$ cat config.mk
export PLATFORM = sky130hd
export DESIGN_NAME = pbn_score_unit
export DESIGN_NICKNAME = d
export VERILOG_FILES = /design/src/rtl/pbn_pkg.sv /design/src/rtl/pbn_score_unit.sv
export SDC_FILE = /design/constraint.sdc
export NUM_CORES = 2
export LEC_CHECK = 0
export ABC_AREA = 1
export BUFFER_PORTS_ARGS = -buffer_cell sky130_fd_sc_hd__buf_2
export CAP_MARGIN = 20
export CORE_MARGIN = 2
export CORE_UTILIZATION = 45
export DETAILED_ROUTE_END_ITERATION = 8
export SLEW_MARGIN = 20
export SYNTH_ARGS = -nofsm -noshare
export SYNTH_HDL_FRONTEND = slang
export SYNTH_SLANG_ARGS = --single-unit
$ cat constraint.sdc
create_clock -name clk -period 9.9 [get_ports clk]
set_input_delay 1.98 -clock clk [delete_from_list [all_inputs] [get_ports clk]]
set_output_delay 1.98 -clock clk [all_outputs]
set_load 0.05 [all_outputs]
$ cat src/rtl/pbn_pkg.sv
`timescale 1ns / 1ps
// ----------------------------------------------------------------------------
// pbn_pkg
// Shared types and constants of the palette blend nearest-color unit.
// ----------------------------------------------------------------------------
package pbn_pkg;

  localparam int IDX_W  = 8;
  localparam int COMP_W = 8;
  localparam int RGB_W  = 3 * COMP_W;
  localparam int PCT_W  = 7;

  localparam int PERCENT_MAX   = 100;
  localparam int PERCENT_RESET = 80;

  localparam int PALETTE_ENTRIES_DEF  = 256;
  localparam int WEIGHT_FRAC_BITS_DEF = 12;

  localparam logic ACT_LOAD  = 1'b0;
  localparam logic ACT_QUERY = 1'b1;

  typedef enum logic [2:0] {
    ST_IDLE,
    ST_RD_BACK,
    ST_RD_FRONT,
    ST_MIX,
    ST_SCAN,
    ST_DRAIN
  } seq_state_t;

  // sequencer to score unit
  typedef struct packed {
    logic             vld;
    logic             blend_mode;
    logic [IDX_W-1:0] idx;
  } score_ctl_t;

  // score unit to sequencer
  typedef struct packed {
    logic             busy;
    logic [IDX_W-1:0] best_idx;
  } score_stat_t;

endpackage

$ cat src/rtl/pbn_score_unit.sv
`timescale 1ns / 1ps
// ----------------------------------------------------------------------------
// pbn_score_unit
// Shared three-lane multiply unit. Forms the blend once per query, then
// scores one palette entry per beat and keeps the lowest error.
// ----------------------------------------------------------------------------
module pbn_score_unit
  import pbn_pkg::*;
#(
  parameter int ENTRIES   = PALETTE_ENTRIES_DEF,
  parameter int FRAC_BITS = WEIGHT_FRAC_BITS_DEF
) (
  input  logic                 clk,
  input  logic                 rst,
  input  score_ctl_t           ctl,
  input  logic [RGB_W-1:0]     color_a,
  input  logic [RGB_W-1:0]     color_b,
  input  logic [FRAC_BITS:0]   wf,
  output score_stat_t          stat
);

  localparam int BW = FRAC_BITS + COMP_W;      // blend component
  localparam int DW = FRAC_BITS + COMP_W + 1;  // signed distance operand
  localparam int PW = DW + COMP_W + 1;         // product
  localparam int EW = PW + 2;                  // sum of three products
  localparam logic [IDX_W-1:0] LAST_IDX = IDX_W'(ENTRIES - 1);

  logic [BW-1:0]        blend [3];
  logic signed [PW-1:0] prod  [3];
  logic signed [PW-1:0] prod_next [3];
  logic                 pv;
  logic                 pblend;
  logic [IDX_W-1:0]     pidx;
  logic signed [EW-1:0] best;
  logic [IDX_W-1:0]     best_idx;
  logic signed [EW-1:0] err;

  always_comb begin
    logic [COMP_W-1:0]    ca;
    logic [COMP_W-1:0]    cb;
    logic signed [COMP_W:0] op_a;
    logic signed [DW-1:0] op_b;
    logic [DW-1:0]        shl;
    for (int k = 0; k < 3; k++) begin
      ca  = color_a[k*COMP_W +: COMP_W];
      cb  = color_b[k*COMP_W +: COMP_W];
      shl = DW'(ca) << (FRAC_BITS - 1);
      if (ctl.blend_mode) begin
        // front minus back, scaled by the front weight
        op_a = $signed({1'b0, ca}) - $signed({1'b0, cb});
        op_b = $signed(DW'(wf));
      end else begin
        // c * (c * half - blend)
        op_a = $signed({1'b0, ca});
        op_b = $signed(shl) - $signed({1'b0, blend[k]});
      end
      prod_next[k] = PW'(op_a) * PW'(op_b);
    end
  end

  always_ff @(posedge clk) begin
    for (int k = 0; k < 3; k++) begin
      prod[k] <= prod_next[k];
    end
    pblend <= ctl.blend_mode;
    pidx   <= ctl.idx;
  end

  always_ff @(posedge clk) begin
    if (rst) begin
      pv <= 1'b0;
    end else begin
      pv <= ctl.vld;
    end
  end

  assign err = EW'(prod[0]) + EW'(prod[1]) + EW'(prod[2]);

  always_ff @(posedge clk) begin
    logic [PW-1:0] bsum;
    if (pv && pblend) begin
      for (int k = 0; k < 3; k++) begin
        bsum     = (PW'(color_b[k*COMP_W +: COMP_W]) << FRAC_BITS) + prod[k];
        blend[k] <= bsum[BW-1:0];
      end
    end
    // highest index is scored first; strict compare keeps it on ties
    if (pv && !pblend && (pidx == LAST_IDX || err < best)) begin
      best     <= err;
      best_idx <= pidx;
    end
  end

  assign stat.busy     = pv;
  assign stat.best_idx = best_idx;

endmodule

==> out/qor.log <==
INFO  run_status     outcome=completed
INFO  global_route   grt_first_pass_wirelength=154mm
INFO  detailed_routing wl_met2=43.5mm
INFO  final_layout   layout-drive-gt1-share=6.77%
INFO  yosys          synth_edf_count=100
INFO  clock_network  numCtsBuffers=17
INFO  min_path       worst_hold_startpoint=pidx[5]$_DFF_P_
INFO  detailed_routing wl_met1=45.3mm
INFO  timing         worst_pin_slew=978ps
INFO  timing         final.setup_skew=18.9ps
INFO  detailed_routing wl_per_cell=19.9µm
INFO  floorplan      std_cell_rows=98
INFO  yosys          fraction_of_the_yosys_area_taken_by_sequential_cells=15.5%
INFO  detailed_routing top_signal_layer_used=met4
INFO  yosys          netlist_top_cells_area=fa_1, ha_1, edfxtp_1, inv_1, nand2_1
INFO  timing         post-route-min-period=8270ps
INFO  placed_design  buffer_ports.inserted=81
INFO  final_layout   synthToLayoutAreaGrowth=6.24%
INFO  clock_network  clock_tree.htree_level_count=4
INFO  placed_design  place.detailed.hpwl=84.5mm
INFO  placed_design  gpl.final_weighted_congestion=1.01
INFO  detailed_routing route.detailed.drc=0
INFO  worst_setup_path reg2regPathDepth=30
INFO  worst_setup_path ff2ff_setup_slack=3190ps
INFO  worst_setup_path cp-start-kind=input port
INFO  final_layout   finalNetCount=4853
INFO  floorplan      floorplan.die_area=74000µm²
INFO  clock_network  postCtsSetupBuffers=0
INFO  timing         totalNegativeSetupSlack=0ps
INFO  clock_network  clock_path_buffers=2
INFO  detailed_routing routed-wl-met3=6.45mm
INFO  yosys          mappedNetlistArea=32300µm²
INFO  clock_network  clock_sink_count=200
INFO  floorplan      ios=82
INFO  detailed_routing drt-pass1-iter-count=6
INFO  final_layout   most_common_cell_after_layout_fill_and_taps_aside=inv_1
INFO  timing         timing.max_slew.rel_slack=34.8%
INFO  yosys          ys_dominant_reg_cell=edfxtp_1
INFO  yosys          synth-seq-cells=200
INFO  timing         fmax=121MHz
INFO  yosys          leading_area_contributor_after_synthesis=fa_1
INFO  min_path       hold-path-endpoint=best_idx[5]$_DFFE_PP_
INFO  floorplan      placeable_core_region=71400µm²
INFO  timing         final.period_utilization=83.5%
INFO  clock_network  cts_hold_buffers=0
INFO  timing         setup_repair_after_global_routing_missed_its_margin=false
INFO  worst_setup_path worst-setup-path-type=in -> reg
INFO  detailed_routing antenna_violating_nets_left=0
INFO  worst_setup_path timing.critical_path.fanout_max=15
INFO  yosys          netlist-cell-type-count=58
INFO  global_route   grt_antenna_before_repair=0
INFO  detailed_routing detailedRoute.firstIterationViolations=2206
INFO  global_route   grt_usage=27.3%
INFO  floorplan      start_util=45.3%
INFO  clock_network  clk_transition_reported_paths=70ps
INFO  run            max_cap_viol_count=0
INFO  yosys          synthesis.instances=3890
INFO  final_layout   final.fill_count=7080
INFO  yosys          mappedNetlistNets=4784
INFO  worst_setup_path crit-reg2reg-launch=blend[0][0]$_DFFE_PP_
INFO  min_path       hold_path_depth=0
INFO  worst_setup_path end_kind=flip-flop
INFO  clock_network  tritoncts_clock_tree=done
INFO  detailed_routing vias_after_detailed_routing=26200
INFO  global_route   grt_pass1_vias=26400
INFO  detailed_routing vias_per_cell=5.31
INFO  yosys          postSynth.asyncResetShare=0%
INFO  clock_network  clock_latency=490ps
INFO  global_route   grt.overflow.total=0
INFO  timing         hold_viol_final=0
INFO  clock_network  post_cts_resized=0
INFO  yosys          netlist.area_leader.share=31.1%
INFO  detailed_routing drt_wl_total=97.9mm
INFO  worst_setup_path critical_path.startpoint=color_a[0]
INFO  worst_setup_path required_worst_endpoint=10280ps
INFO  timing         slew_violations=0
INFO  min_path       min-delay-path-class=reg -> reg
INFO  floorplan      die_x=272µm
INFO  yosys          synthesis.yosys.warnings=0
INFO  yosys          postSynthAreaPerCell=8.32µm²
INFO  timing         setup_viol=0
INFO  global_route   grt_start_max_net_pins=61
INFO  worst_setup_path worst_r2r_endpoint=prod[0][29]$_DFF_P_
INFO  placed_design  placed_cells_incl_taps=4890
INFO  worst_setup_path crit_arrival=8640ps
INFO  final_layout   finish.cell_count_without_fillers=4922
INFO  floorplan      chipHeight=272µm
INFO  clock_network  ctsRootBufferMaster=clkbuf_16
INFO  final_layout   most-common-layout-cells=inv_1, nand2_1, fa_1
INFO  final_layout   num_antenna_cells=0
## worst max path at each step
stage,endpoint,slack [ps]
after global placement,prod[0][29]$_DFF_P_,1250
after global routing,prod[0][29]$_DFF_P_,1200
after floorplan,prod[0][29]$_DFF_P_,2290
after CTS,prod[0][29]$_DFF_P_,1710
after detailed placement,prod[0][29]$_DFF_P_,1200
final,prod[0][29]$_DFF_P_,1630
## flip-flops by register name, indices dropped and copies added, names as in the netlist
name      count
best         32
blend        60
prod         90
pv            1
pidx          8
best_idx      8
pblend        1
## layer usage
layer,global-route usage [%],up-vias
met4,7.11,0
li1,-,12400
met5,0,-
met1,39.9,12800
met2,42.4,860
met3,3.91,114
## layout make-up
| cell class | instances | area (µm²) | share of cell area, % |
|---|---|---|---|
| clock inverter | 13 | 149 | 0.433 |
| clock buffer | 19 | 433 | 1.26 |
| tap | 950 | 1190 | 3.46 |
| sequential | 200 | 5000 | 14.6 |
| timing repair buffer | 102 | 563 | 1.64 |
| inverter | 765 | 2870 | 8.36 |
| multi-input combinational | 2873 | 24200 | 70.3 |
## cells in the mapped netlist (27+ instances only)
| master | count |
|---|---|
| a21oi_1 | 192 |
| buf_2 | 27 |
| dfxtp_1 | 100 |
| edfxtp_1 | 100 |
| fa_1 | 502 |
| ha_1 | 319 |
| inv_1 | 745 |
| nand2_1 | 638 |
| nand3_1 | 139 |
| nand4_1 | 81 |
| nor2_1 | 477 |
| nor2_2 | 32 |
| nor3_1 | 36 |
| o21ai_0 | 102 |
| xnor2_1 | 52 |
| xor2_1 | 91 |
## critical path, stage by stage
cell      delay [ps]
buf_2            110
inv_1             60
ha_1             210
fa_1             430
o21ai_2          200
nand4_1          120
nand3_1          400
clkinv_1         660
nand2_1          240
fa_1             450
fa_1             510
inv_1             50
fa_1             480
fa_1             560
inv_1             60
fa_1             530
inv_1             40
ha_1             340
a21oi_1          140
nand2_1          130
inv_1             80
nor2_1            40
nor2_1           260
o21ai_0          200
nand2_1           90
nand3_1           90
nor2_1           120
nor2_1            50
## logic make-up after synthesis
| logic type | after synthesis | synth area share, % |
|---|---|---|
| compound gates | 420 | 7.52 |
| fa+ha+maj | 821 | 43.4 |
| buf+inv | 817 | 9.86 |
| xor+xnor | 143 | 3.87 |
| flops | 200 | 15.5 |
| simple gates | 1489 | 19.9 |
## through the flow
step	util (%)	setup slack [ps]	hold WS [ps]	cell area [µm²]
after detailed placement	47.3	1200	415	33800
after global placement	47.3	1250	415	33800
after CTS	48.2	1710	432	34400
after global routing	48.2	1200	443	34400
final	48.2	1630	430	34400
after floorplan	-	2290	408	32300
Power is left out: the tool's default activity adds up to more than one toggle a clock period on the data nets, which glitch-free logic cannot reach.
