`src/rtl/pbn_pkg.sv`:
```
`timescale 1ns / 1ps
// ----------------------------------------------------------------------------
// pbn_pkg
// Shared types and constants of the palette blend nearest-color unit.
// ----------------------------------------------------------------------------
package pbn_pkg;

  localparam int IDX_W  = 8;
  localparam int COMP_W = 8;
  localparam int RGB_W  = 3 * COMP_W;
  localparam int PCT_W  = 7;

  localparam int PERCENT_MAX   = 100;
  localparam int PERCENT_RESET = 80;

  localparam int PALETTE_ENTRIES_DEF  = 256;
  localparam int WEIGHT_FRAC_BITS_DEF = 12;

  localparam logic ACT_LOAD  = 1'b0;
  localparam logic ACT_QUERY = 1'b1;

  typedef enum logic [2:0] {
    ST_IDLE,
    ST_RD_BACK,
    ST_RD_FRONT,
    ST_MIX,
    ST_SCAN,
    ST_DRAIN
  } seq_state_t;

  // sequencer to score unit
  typedef struct packed {
    logic             vld;
    logic             blend_mode;
    logic [IDX_W-1:0] idx;
  } score_ctl_t;

  // score unit to sequencer
  typedef struct packed {
    logic             busy;
    logic [IDX_W-1:0] best_idx;
  } score_stat_t;

endpackage

```
`src/rtl/pbn_req_if.sv`:
```
`timescale 1ns / 1ps
// ----------------------------------------------------------------------------
// pbn_req_if
// Request channel: palette loads and blend queries.
// ----------------------------------------------------------------------------
interface pbn_req_if
  import pbn_pkg::*;
  ();
  logic              valid;
  logic              ready;
  logic              action;
  logic [IDX_W-1:0]  entry_index;
  logic [COMP_W-1:0] red;
  logic [COMP_W-1:0] green;
  logic [COMP_W-1:0] blue;
  logic [IDX_W-1:0]  back_color;
  logic [IDX_W-1:0]  front_color;

  modport source (
    output valid, action, entry_index, red, green, blue, back_color, front_color,
    input  ready
  );
  modport sink (
    input  valid, action, entry_index, red, green, blue, back_color, front_color,
    output ready
  );
endinterface

```
`src/rtl/pbn_rsp_if.sv`:
```
`timescale 1ns / 1ps
// ----------------------------------------------------------------------------
// pbn_rsp_if
// Response channel: nearest palette index of a query.
// ----------------------------------------------------------------------------
interface pbn_rsp_if
  import pbn_pkg::*;
  ();
  logic             valid;
  logic             ready;
  logic [IDX_W-1:0] blended_color;

  modport source (output valid, blended_color, input ready);
  modport sink (input valid, blended_color, output ready);
endinterface

```
`src/rtl/pbn_seq.sv`:
```
`timescale 1ns / 1ps
// ----------------------------------------------------------------------------
// pbn_seq
// Sequencer: takes loads and queries, fetches the two query colors, runs
// the palette scan through the score unit and holds the result.
// ----------------------------------------------------------------------------
module pbn_seq
  import pbn_pkg::*;
#(
  parameter int ENTRIES = PALETTE_ENTRIES_DEF,
  parameter int AW      = $clog2(PALETTE_ENTRIES_DEF)
) (
  input  logic             clk,
  input  logic             rst,
  pbn_req_if.sink          req,
  pbn_rsp_if.source        rsp,
  output logic             mem_we,
  output logic [AW-1:0]    mem_waddr,
  output logic [RGB_W-1:0] mem_wdata,
  output logic [AW-1:0]    mem_raddr,
  input  logic [RGB_W-1:0] mem_rdata,
  output score_ctl_t       ctl,
  output logic [RGB_W-1:0] color_a,
  output logic [RGB_W-1:0] color_b,
  input  score_stat_t      stat
);

  localparam logic [IDX_W:0] IDX_LIM = (IDX_W + 1)'(ENTRIES);
  localparam logic [AW-1:0]  LAST    = AW'(ENTRIES - 1);

  seq_state_t       state;
  seq_state_t       state_next;
  logic [IDX_W-1:0] back_idx;
  logic [IDX_W-1:0] front_idx;
  logic             back_oob;
  logic             front_oob;
  logic [RGB_W-1:0] back_rgb;
  logic [AW-1:0]    cnt;
  logic             dv;
  logic [AW-1:0]    didx;
  logic             out_valid;
  logic [IDX_W-1:0] out_color;
  logic             accept;
  logic             finish;

  assign req.ready = (state == ST_IDLE);
  assign accept    = req.valid && req.ready;

  assign mem_we    = accept && (req.action == ACT_LOAD) && ({1'b0, req.entry_index} < IDX_LIM);
  assign mem_waddr = req.entry_index[AW-1:0];
  assign mem_wdata = {req.red, req.green, req.blue};

  // result may overwrite the output register once it is free or being taken
  assign finish = (state == ST_DRAIN) && !dv && !stat.busy && (!out_valid || rsp.ready);

  always_ff @(posedge clk) begin
    if (rst) begin
      state <= ST_IDLE;
    end else begin
      state <= state_next;
    end
  end

  always_comb begin
    state_next = state;
    mem_raddr  = cnt;
    unique case (state)
      ST_IDLE: begin
        if (accept && req.action == ACT_QUERY) begin
          state_next = ST_RD_BACK;
        end
      end
      ST_RD_BACK: begin
        mem_raddr  = back_idx[AW-1:0];
        state_next = ST_RD_FRONT;
      end
      ST_RD_FRONT: begin
        mem_raddr  = front_idx[AW-1:0];
        state_next = ST_MIX;
      end
      ST_MIX: begin
        state_next = ST_SCAN;
      end
      ST_SCAN: begin
        if (cnt == '0) begin
          state_next = ST_DRAIN;
        end
      end
      ST_DRAIN: begin
        if (finish) begin
          state_next = ST_IDLE;
        end
      end
      default: state_next = ST_IDLE;
    endcase
  end

  always_ff @(posedge clk) begin
    if (accept) begin
      back_idx  <= req.back_color;
      front_idx <= req.front_color;
      back_oob  <= !({1'b0, req.back_color} < IDX_LIM);
      front_oob <= !({1'b0, req.front_color} < IDX_LIM);
    end
    if (state == ST_RD_FRONT) begin
      back_rgb <= back_oob ? '0 : mem_rdata;
    end
    if (state == ST_MIX) begin
      cnt <= LAST;
    end else if (state == ST_SCAN) begin
      cnt <= cnt - 1'b1;
    end
    didx <= cnt;
    if (finish) begin
      out_color <= stat.best_idx;
    end
  end

  always_ff @(posedge clk) begin
    if (rst) begin
      dv        <= 1'b0;
      out_valid <= 1'b0;
    end else begin
      dv <= (state == ST_SCAN);
      if (finish) begin
        out_valid <= 1'b1;
      end else if (rsp.ready) begin
        out_valid <= 1'b0;
      end
    end
  end

  // front color enters the unit in the mix beat, palette entries after it
  always_comb begin
    ctl.vld        = (state == ST_MIX) || dv;
    ctl.blend_mode = (state == ST_MIX);
    ctl.idx        = IDX_W'(didx);
    color_a        = mem_rdata;
    if (state == ST_MIX && front_oob) begin
      color_a = '0;
    end
  end

  assign color_b = back_rgb;

  assign rsp.valid         = out_valid;
  assign rsp.blended_color = out_color;

endmodule

```
`src/flat_wrapper.sv`:
```
// flat-port wrapper written by rule: the top's interface ports become plain ports
module pbn_seq_flat import pbn_pkg::*;
#(
  parameter int ENTRIES = PALETTE_ENTRIES_DEF,
  parameter int AW      = $clog2(PALETTE_ENTRIES_DEF)
)
  (clk, rst, mem_we, mem_waddr, mem_wdata, mem_raddr, mem_rdata, ctl, color_a, color_b, stat, req_valid, req_action, req_entry_index, req_red, req_green, req_blue, req_back_color, req_front_color, req_ready, rsp_valid, rsp_blended_color, rsp_ready);
  pbn_req_if req_i ();
  pbn_rsp_if rsp_i ();
  input  logic clk;
  input  logic rst;
  output logic mem_we;
  output logic [AW-1:0] mem_waddr;
  output logic [RGB_W-1:0] mem_wdata;
  output logic [AW-1:0] mem_raddr;
  input  logic [RGB_W-1:0] mem_rdata;
  output score_ctl_t ctl;
  output logic [RGB_W-1:0] color_a;
  output logic [RGB_W-1:0] color_b;
  input  score_stat_t stat;
  input wire logic [$bits(req_i.valid)-1:0] req_valid;
  input wire logic [$bits(req_i.action)-1:0] req_action;
  input wire logic [$bits(req_i.entry_index)-1:0] req_entry_index;
  input wire logic [$bits(req_i.red)-1:0] req_red;
  input wire logic [$bits(req_i.green)-1:0] req_green;
  input wire logic [$bits(req_i.blue)-1:0] req_blue;
  input wire logic [$bits(req_i.back_color)-1:0] req_back_color;
  input wire logic [$bits(req_i.front_color)-1:0] req_front_color;
  output wire logic [$bits(req_i.ready)-1:0] req_ready;
  output wire logic [$bits(rsp_i.valid)-1:0] rsp_valid;
  output wire logic [$bits(rsp_i.blended_color)-1:0] rsp_blended_color;
  input wire logic [$bits(rsp_i.ready)-1:0] rsp_ready;
  assign req_i.valid = req_valid;
  assign req_i.action = req_action;
  assign req_i.entry_index = req_entry_index;
  assign req_i.red = req_red;
  assign req_i.green = req_green;
  assign req_i.blue = req_blue;
  assign req_i.back_color = req_back_color;
  assign req_i.front_color = req_front_color;
  assign req_ready = req_i.ready;
  assign rsp_valid = rsp_i.valid;
  assign rsp_blended_color = rsp_i.blended_color;
  assign rsp_i.ready = rsp_ready;
  pbn_seq #(.ENTRIES(ENTRIES), .AW(AW)) u_core (.clk(clk), .rst(rst), .req(req_i), .rsp(rsp_i), .mem_we(mem_we), .mem_waddr(mem_waddr), .mem_wdata(mem_wdata), .mem_raddr(mem_raddr), .mem_rdata(mem_rdata), .ctl(ctl), .color_a(color_a), .color_b(color_b), .stat(stat));
endmodule
```
`config.mk`:
```
export PLATFORM = sky130hd
export DESIGN_NAME = pbn_seq_flat
export DESIGN_NICKNAME = d
export VERILOG_FILES = /design/src/rtl/pbn_pkg.sv /design/src/rtl/pbn_req_if.sv /design/src/rtl/pbn_rsp_if.sv /design/src/rtl/pbn_seq.sv /design/src/flat_wrapper.sv
export SDC_FILE = /design/constraint.sdc
export NUM_CORES = 1
export LEC_CHECK = 0
export BUFFER_PORTS_ARGS = -buffer_cell sky130_fd_sc_hd__buf_2
export CAP_MARGIN = 5
export CORE_UTILIZATION = 45
export DETAILED_ROUTE_END_ITERATION = 7
export PLACE_DENSITY_LB_ADDON = 0.25
export SETUP_SLACK_MARGIN = 0.2
export SYNTH_ARGS = -nofsm -noshare
export SYNTH_HDL_FRONTEND = slang
export SYNTH_SLANG_ARGS = --single-unit
```
`constraint.sdc`:
```
create_clock -name clk -period 3.3 [get_ports clk]
set_input_delay 0.165 -clock clk [delete_from_list [all_inputs] [get_ports clk]]
set_output_delay 0.165 -clock clk [all_outputs]
set_load 0.005 [all_outputs]
```
==> metrics.csv, run 1 <==
metric,value,unit
drt first-iter violations,104,
max_slew headroom,0.456,
DP Cell Count,357,
final instance area,3720,um^2
placed cell area,3160,um^2
Finished Core Util,0.617,
share of the synthesized area in the top cell type,0.503,
critical path startpoint category,flop,
Min-Delay Path Class,in -> reg,
WL/cell,14.0,um
die area,6690,um^2
# hold bufs at CTS,34,
Critical Path RT,3.13,ns
Cell Rows,28,
Worst Setup Path Type,reg -> out,
pwr dens,691,nW/um^2
fin. max-slew vios,0,
starting density of the core,0.475,
status,"finished, final reports clean",
fin worst setup slack,0.855,ns
CTS tree,done,
CP max FO,18,
largest stage delay on the critical path,0.79,ns
share of cells above drive strength 1,0.439,
cell family with most CP delay,simple AND/OR/NAND/NOR gates,
# DRC,0,
Sw Share,0.295,
Avg Synthesized Cell Area,13.4,um^2
die height,81.8,um
post-route setup TNS,0,ns
Synth Register Bits,69,
Root Driver,clkbuf_8,
final setup vio count,0,
Final #Nets,418,
vias,1919,
yosys warns,0,
Worst path slowest cell,nor3b_4,
drt total wl,5750,um
sequential share of the synthesized area,0.650,
aggregate global-route resource usage,0.178,
Slew @ Worst Pin,0.815,ns
Post-CTS Resized,0,
Cell variety after synth,37,
period utilization,0.741,
H-tree Lvls,3,
largest net degree at the start of global routing,19,
final hold viol count,0,
fmax,409,MHz
most frequent cells in the layout,"buf_2 (130), edfxtp_1 (48), dlygate4sd3_1 (37)",
DPL Wire Length,3790,um
clk_skew,0.00604,ns
worst-path cell chain,"nor3b_4, a22oi_1, o21ai_0, buf_2",
ANT cells,0,
Internal Dissipation,1.81,mW
Max-Cap Viols,0,
Yosys top cell by area,edfxtp_1,
pre-CTS setup slack,1.18,ns
Top Ports,195,
I/O Buffers,130,
Leak,1.57,nW
GPL Wtd Cong,0.714,
syn_nets,301,
area delta synth->final,29.8,%
CTS Buffer Depth,2,
first-pass GRT wire length,8380,um
antenna-violating nets left,0,
initial antenna violation count,0,
CTS Sinks,69,
"CTS clk-pin slew, worst paths",0.07,ns
Pre-antenna DRT Iters,4,
worst-skew pair later-pin latency,0.34,ns
vias in the first global route,1797,
setup repair after global routing missed its margin,no,
routed vias/inst,4.68,
clock share of power,0.250,
Synth area leaders,"edfxtp_1 (50%), buf_4 (15%), dfxtp_1 (15%)",
Synth Cell Area,2860,um^2
Bufs and invs on worst path,1,
Max VDD drop,0.343,mV
"most common cell after layout, fill and taps aside",buf_2,
arrival time worst endpoint,2.28,ns
CTS Buf Count,9,
"Setup Fix Bufs, Post-CTS",0,
logic gate share of total power,0.246,
Tmin final,2.44,ns
total grt overflow,0,
critical path capture point type,primary output,
"non-filler cells, final",410,
die width,81.8,um
P_sw,0.758,mW
Syn Inst Count,213,
share of total power in sequential cells,0.504,
core box area,6030,um^2
flip-flops by register name, summed over array words and instances, names as in the netlist:
name                      flops
u_core.rsp.blended_color      8
u_core.front_idx              8
u_core.dv                     1
u_core.color_b               24
u_core.rsp.valid              1
u_core.didx                   8
u_core.back_idx               8
u_core.state                  3
u_core.cnt                    8
cells by family after synthesis:
kind of cell               after synthesis  synth area share
AOI/OAI and AO/OA                       36            0.0856
and+or+nand+nor                         34            0.0721
buffers and inverters                   67             0.167
xor gates and xnor gates                 3           0.00918
adders and majority gates                2           0.00874
muxes                                    2           0.00699
DFF                                     69             0.650
worst paths after layout:
path | start | end | slack [ns] | cells past startpoint
worst max-delay path | u_core.state[1] | mem_raddr[5] | 0.86 | 4
worst min register to register | u_core.cnt[5] | u_core.didx[5] | 0.44 | 0
worst min-delay path | mem_rdata[19] | u_core.color_b[19] | 0.02 | 1
worst max register to register | u_core.state[1] | u_core.color_b[8] | 1.16 | 2
area by class of cell:
class                           count  area, um^2
Inverter                            5        18.8
Clock buffer                       11         131
Tap cell                           75        93.8
Timing Repair Buffer              168        1030
Fill cell                         504        2310
Sequential cell                    69        1860
Clock inverter                      5        52.6
Multi-Input combinational cell     77         529
metrics by stage:
step	power (mW)	hold WS, ns
global route	2.73	0.0000573
detailed placement	1.91	0.330
finish	2.57	0.0174
floorplan	1.65	0.234
global placement	1.90	0.330
CTS	2.59	0.0000202
power by group through the flow:
stage                     Combinational, mW  Clock (mW)  Sequential, mW
final                                 0.632       0.641            1.29
after global routing                  0.702       0.702            1.32
after CTS                             0.633       0.664            1.29
after detailed placement              0.599           0            1.31
after global placement                0.597           0            1.30
after floorplan                       0.401           0            1.25
cells in the mapped netlist, drive strengths merged:
| cell type | n |
|---|---|
| mux2i | 2 |
| o31ai | 2 |
| nand3 | 4 |
| a221oi | 1 |
| dfxtp | 21 |
| nor4 | 1 |
| or4 | 3 |
| a22oi | 16 |
| o221a | 1 |
| or3b | 1 |
| a21oi | 2 |
| buf | 60 |
| edfxtp | 48 |
| nor2b | 3 |
| nor4b | 1 |
| ha | 2 |
| xnor2 | 2 |
| inv | 5 |
| nand4bb | 1 |
| nand3b | 1 |
| o21bai | 1 |
| o31a | 1 |
| nand2b | 1 |
| nor3b | 1 |
| nand2 | 3 |
| or2 | 1 |
| or3 | 2 |
| o41ai | 1 |
| o21ai | 11 |
| nor2 | 6 |
| xor2 | 1 |
| nor3 | 3 |
| and2 | 2 |
| clkbuf | 2 |
per-layer routing:
layer	track usage	up-vias	share of wire
met3	0.0611	23	0.071
met5	0	-	0
li1	-	954	-
met4	0.118	0	0.032
met1	0.189	846	0.40
met2	0.298	96	0.50
Power figures use the tool's default switching activity.
==> run 2, diff against run 1 <==
--- a/config.mk
+++ b/config.mk
@@ -7,7 +7,7 @@
 export LEC_CHECK = 0
 export BUFFER_PORTS_ARGS = -buffer_cell sky130_fd_sc_hd__buf_2
 export CAP_MARGIN = 5
-export CORE_UTILIZATION = 45
+export CORE_UTILIZATION = 41
 export DETAILED_ROUTE_END_ITERATION = 7
 export PLACE_DENSITY_LB_ADDON = 0.25
 export SETUP_SLACK_MARGIN = 0.2
==> constraint.sdc (replaced) <==
create_clock -name clk -period 2.55 [get_ports clk]
set_input_delay 0.1275 -clock clk [delete_from_list [all_inputs] [get_ports clk]]
set_output_delay 0.1275 -clock clk [all_outputs]
set_load 0.005 [all_outputs]
==> run 2 against run 1 <==
Setup slack got worse by 0.32 ns. Register-to-register slack got worse by 0.40 ns. Clock-buffer cell count fell by 2. Hold slack improved by 0.069 ns. Wire length rose by 5.5%. Clock skew rose by 0.0032 ns. Sequential share of layout area fell by 2.3 points. Die area rose by 9.5%. First-iteration DRC count fell by 23%. Flip-flop and latch count did not move. Total power rose by 37%. Largest cell class unchanged. Largest power group unchanged.
==> metrics.csv, run 2 (synthesis results as in run 1) <==
metric,value,unit,change
status,"finished, final reports clean",,
die width,85.6,um,+4.7%
Leak,1.64,nW,+4.6%
# DRC,0,,unchanged
pre-CTS setup slack,0.777,ns,-0.407 ns
Min Hold Slack,0.0868,ns,+0.0694 ns
share of cells above drive strength 1,0.436,,-0.00328
Tmin final,2.01,ns,
post-route setup TNS,0,ns,unchanged
final hold viol count,0,,unchanged
die area,7320,um^2,+9.5%
DPL Wire Length,3830,um,+0.81%
Slew @ Worst Pin,0.635,ns,-0.180 ns
Max VDD drop,0.489,mV,+43%
logic gate share of total power,0.244,,-0.002
initial antenna violation count,0,,unchanged
Sw Share,0.296,,+0.000550
Worst Setup Path Type,reg -> out,,
reg2reg path depth,3,,+1
CTS Sinks,69,,unchanged
GPL Wtd Cong,0.765,,+7.1%
routed vias/inst,4.75,,+1.4%
drt total wl,6060,um,+5.5%
drt first-iter violations,80,,-23%
CP max FO,18,,unchanged
arrival time worst endpoint,1.88,ns,-0.40 ns
Internal Dissipation,2.47,mW,+37%
placed cell area,3180,um^2,+0.67%
critical path startpoint category,flop,,
share of total power in sequential cells,0.474,,-0.030
die height,85.6,um,+4.7%
largest net degree at the start of global routing,22,,+3
critical path capture point type,primary output,,
fin worst setup slack,0.539,ns,-0.316 ns
clock share of power,0.282,,+0.032
pwr dens,901,nW/um^2,+30%
aggregate global-route resource usage,0.169,,-0.00881
P_sw,1.04,mW,+37%
I/O Buffers,130,,unchanged
fmax,497,MHz,
Min-Delay Path Class,in -> reg,,
Cell Rows,30,,+7.1%
final setup vio count,0,,unchanged
Hold Path Stages,4,,+3
vias,2036,,+6.1%
total grt overflow,0,,unchanged
antenna-violating nets left,0,,unchanged
setup repair after global routing missed its margin,no,,
Critical Path RT,2.42,ns,-0.71 ns
Post-CTS Resized,0,,unchanged
first-pass GRT wire length,9290,um,+11%
CTS tree,done,,
final instance area,3890,um^2,+4.8%
Pre-antenna DRT Iters,4,,unchanged
core box area,6760,um^2,+12%
ANT cells,0,,unchanged
CTS Buf Count,9,,unchanged
Top Ports,195,,unchanged
clk_skew,0.00925,ns,+0.00321 ns
starting density of the core,0.424,,-0.0514
vias in the first global route,2001,,+11%
Final #Nets,432,,+3.3%
max FFs per register,24,,unchanged
WL/cell,14.1,um,+0.79%
H-tree Lvls,3,,unchanged
area delta synth->final,36.0,%,
"Setup Fix Bufs, Post-CTS",0,,unchanged
worst-skew pair later-pin latency,0.34,ns,about the same
most frequent cells in the layout,"buf_2 (130), dlygate4sd3_1 (49), edfxtp_1 (48)",,
Root Driver,clkbuf_8,,
max_slew headroom,0.575,,+0.119
"most common cell after layout, fill and taps aside",buf_2,,
CTS Buffer Depth,2,,unchanged
Max-Cap Viols,0,,unchanged
Finished Core Util,0.576,,-0.0402
period utilization,0.789,,
"CTS clk-pin slew, worst paths",0.08,ns,about the same
fin. max-slew vios,0,,unchanged
[run 2: area by class of cell]
class / instances / area (um^2)
Tap cell: 80 / 100
Clock inverter: 7 / 97.6
Sequential cell: 69 / 1860
Multi-Input combinational cell: 77 / 529
Inverter: 5 / 18.8
Fill cell: 553 / 2860
Clock buffer: 9 / 124
Timing Repair Buffer: 182 / 1160
[run 2: worst max-delay path, cell delays in order (launching register included)]
cell,delay [ns]
dfxtp_1,0.68
nor3b_4,0.29
buf_4,0.22
a22oi_1,0.08
o21ai_0,0.12
buf_2,0.15
[run 2: metrics by stage]
step	cells	power (mW)
3_3_place_gp	364	2.47
5_1_grt	429	3.75
4_1_cts	429	3.54
2_1_floorplan	213	2.14
6_report	429	3.51
3_5_place_dp	364	2.49
[run 2: path summary, 6_finish.rpt]
check | startpoint | endpoint | slack (ns)
hold reg to reg | u_core.cnt[0] | u_core.didx[0] | 0.42
setup / recovery | u_core.state[1] | mem_raddr[5] | 0.54
hold / removal | rsp_ready | u_core.rsp.valid | 0.09
setup reg to reg | u_core.state[2] | u_core.rsp.blended_color[7] | 0.76
[run 2: what timing repair did]
action	4_1_cts	5_1_grt
hold buffers	49	0
hold endpoints to repair	50	0
endpoints found under the setup margin	0	0
[run 2: per-layer routing]
layer / global-route usage / routed length, um / up-vias
met5: 0 / 0 / -
met4: 0.0924 / 168 / 0
met3: 0.0529 / 509 / 18
met2: 0.286 / 2910 / 111
met1: 0.191 / 2480 / 926
li1: - / - / 981
[run 2: power by group through the flow]
stage	logic, mW	registers (mW)	clock network [mW]
global route	0.967	1.70	1.08
detailed placement	0.801	1.69	0
finish	0.856	1.66	0.989
global placement	0.794	1.68	0
CTS	0.864	1.66	1.01
floorplan	0.519	1.62	0
==> run 3, diff against run 2 <==
--- a/config.mk
+++ b/config.mk
@@ -7,7 +7,7 @@
 export LEC_CHECK = 0
 export BUFFER_PORTS_ARGS = -buffer_cell sky130_fd_sc_hd__buf_2
 export CAP_MARGIN = 5
-export CORE_UTILIZATION = 41
+export CORE_UTILIZATION = 37
 export DETAILED_ROUTE_END_ITERATION = 7
 export PLACE_DENSITY_LB_ADDON = 0.25
 export SETUP_SLACK_MARGIN = 0.2
==> constraint.sdc (replaced) <==
create_clock -name clk -period 1.79 [get_ports clk]
set_input_delay 0.0895 -clock clk [delete_from_list [all_inputs] [get_ports clk]]
set_output_delay 0.0895 -clock clk [all_outputs]
set_load 0.005 [all_outputs]
==> run 3 against run 2 <==
Clock skew decreased by 0.0033 ns. Via count increased by 3.8%. Hold slack got worse by 0.031 ns. Sequential power increased by 42%. Combinational power increased by 76%. Non-clock buffer count increased by 16.
==> metrics.csv, run 3 (synthesis results as in run 1) <==
metric,value,unit,change
status,"finished, final reports clean",,
starting density of the core,0.389,,-0.0353
most frequent cells in the layout,"buf_2 (130), dlygate4sd3_1 (49), edfxtp_1 (48)",,
core box area,7370,um^2,+9.1%
Min-Delay Path Class,in -> reg,,
worst-path cell chain,"buf_4, or3b_1, or4_1, nand3_1",,
die height,90.0,um,+5.1%
critical path capture point type,flop,,
# fillers,626,,+13%
aggregate global-route resource usage,0.164,,-0.00455
GPL Wtd Cong,0.721,,-5.7%
DPL Wire Length,3980,um,+4.1%
Max-Cap Viols,0,,unchanged
max FFs per register,24,,unchanged
Leak,1.75,nW,+6.4%
first-pass GRT wire length,10200,um,+9.7%
drt first-iter violations,74,,-7.5%
CTS Buffer Depth,2,,unchanged
antenna-violating nets left,0,,unchanged
Pre-antenna DRT Iters,4,,unchanged
WL/cell,14.2,um,+0.41%
Tmin final,1.61,ns,
initial antenna violation count,0,,unchanged
final hold viol count,0,,unchanged
Worst path slowest cell,or4_1,,
I/O Buffers,130,,unchanged
"most common cell after layout, fill and taps aside",buf_2,,
Finished Core Util,0.557,,-0.0194
CTS Buf Count,9,,unchanged
setup repair after global routing missed its margin,yes,,
Bufs and invs on worst path,1,,-1
# DRC,0,,unchanged
cell family with most CP delay,simple AND/OR/NAND/NOR gates,,
CTS tree,done,,
worst-skew pair later-pin latency,0.34,ns,about the same
Worst Setup Path Type,reg -> reg,,
final setup vio count,0,,unchanged
largest net degree at the start of global routing,24,,+9.1%
Cell Rows,31,,+3.3%
H-tree Lvls,3,,unchanged
fin. max-slew vios,0,,unchanged
total grt overflow,0,,unchanged
vias in the first global route,2114,,+5.6%
CP max FO,5,,-13
area delta synth->final,43.3,%,
arrival time worst endpoint,1.89,ns,about the same
post-route setup TNS,0,ns,unchanged
pwr dens,1250,nW/um^2,+38%
die width,90.0,um,+5.1%
ANT cells,0,,unchanged
Slew @ Worst Pin,0.348,ns,-0.287 ns
max_slew headroom,0.768,,+0.193
clk_skew,0.00593,ns,-0.00332 ns
critical path startpoint category,flop,,
period utilization,0.897,,
vias,2114,,+3.8%
routed vias/inst,4.56,,-4.0%
CTS Sinks,69,,unchanged
share of cells above drive strength 1,0.493,,+0.0576
Root Driver,clkbuf_8,,
Top Ports,195,,unchanged
Min Hold Slack,0.0556,ns,-0.0311 ns
Max VDD drop,0.559,mV,+14%
"CTS clk-pin slew, worst paths",0.07,ns,about the same
largest stage delay on the critical path,0.53,ns,-0.15 ns
drt total wl,6580,um,+8.6%
fmax,623,MHz,
die area,8100,um^2,+11%
Final #Nets,448,,+3.7%
Critical Path RT,2.07,ns,-0.35 ns
## run 3: worst paths after layout
kind                                      start               end  slack, ns  cells after the start
worst min register to register    u_core.cnt[0]    u_core.didx[0]       0.43                      0
worst max register to register  u_core.state[1]     u_core.cnt[5]       0.18                      4
worst max-delay path            u_core.state[1]     u_core.cnt[5]       0.18                      4
worst min-delay path                  rsp_ready  u_core.rsp.valid       0.06                      4
## run 3: area by class of cell
class / instances / area (um^2) / share of cell area
Clock buffer: 9 / 124 / 0.0302
Clock inverter: 7 / 75.1 / 0.0183
Multi-Input combinational cell: 77 / 592 / 0.144
Inverter: 5 / 18.8 / 0.00457
Timing Repair Buffer: 198 / 1300 / 0.318
Tap cell: 99 / 124 / 0.0302
Sequential cell: 69 / 1870 / 0.455
## run 3: worst register-to-register path, delay by kind of cell (launching register included)
kind                   cells  cell delay, ns
buffers and inverters      1            0.14
DFF                        1            0.36
and+or+nand+nor            3            1.06
## run 3: power breakdown
part	switching (mW)	leakage, nW	internal (mW)
clock	0.600	0.0918	0.647
combinational	0.710	1.04	0.795
sequential	0.250	0.620	2.11
## run 3: what timing repair did
action                     CTS  global route
buffers inserted             7             3
gates resized for setup     12            17
hold endpoints to repair    52             0
setup endpoints to repair   11            12
pin swaps                    3             3
hold buffers                49             0
cloned                       1             0
## run 3: through the flow
step | cells | worst slack, ns | instance area [um^2] | power (mW)
final | 464 | 0.184 | 4110 | 5.11
after global routing | 464 | 0.102 | 4110 | 5.43
after CTS | 461 | 0.180 | 4030 | 5.03
after detailed placement | 388 | 0.228 | 3250 | 3.59
after global placement | 388 | 0.235 | 3250 | 3.56
after floorplan | 213 | 0.0990 | 2880 | 3.06
## run 3: per-layer routing
metal	vias up	GRT usage	wire, um
li1	1010	-	-
met1	975	0.187	2730
met2	104	0.276	3250
met3	25	0.0533	462
met4	0	0.0860	132
met5	-	0	0
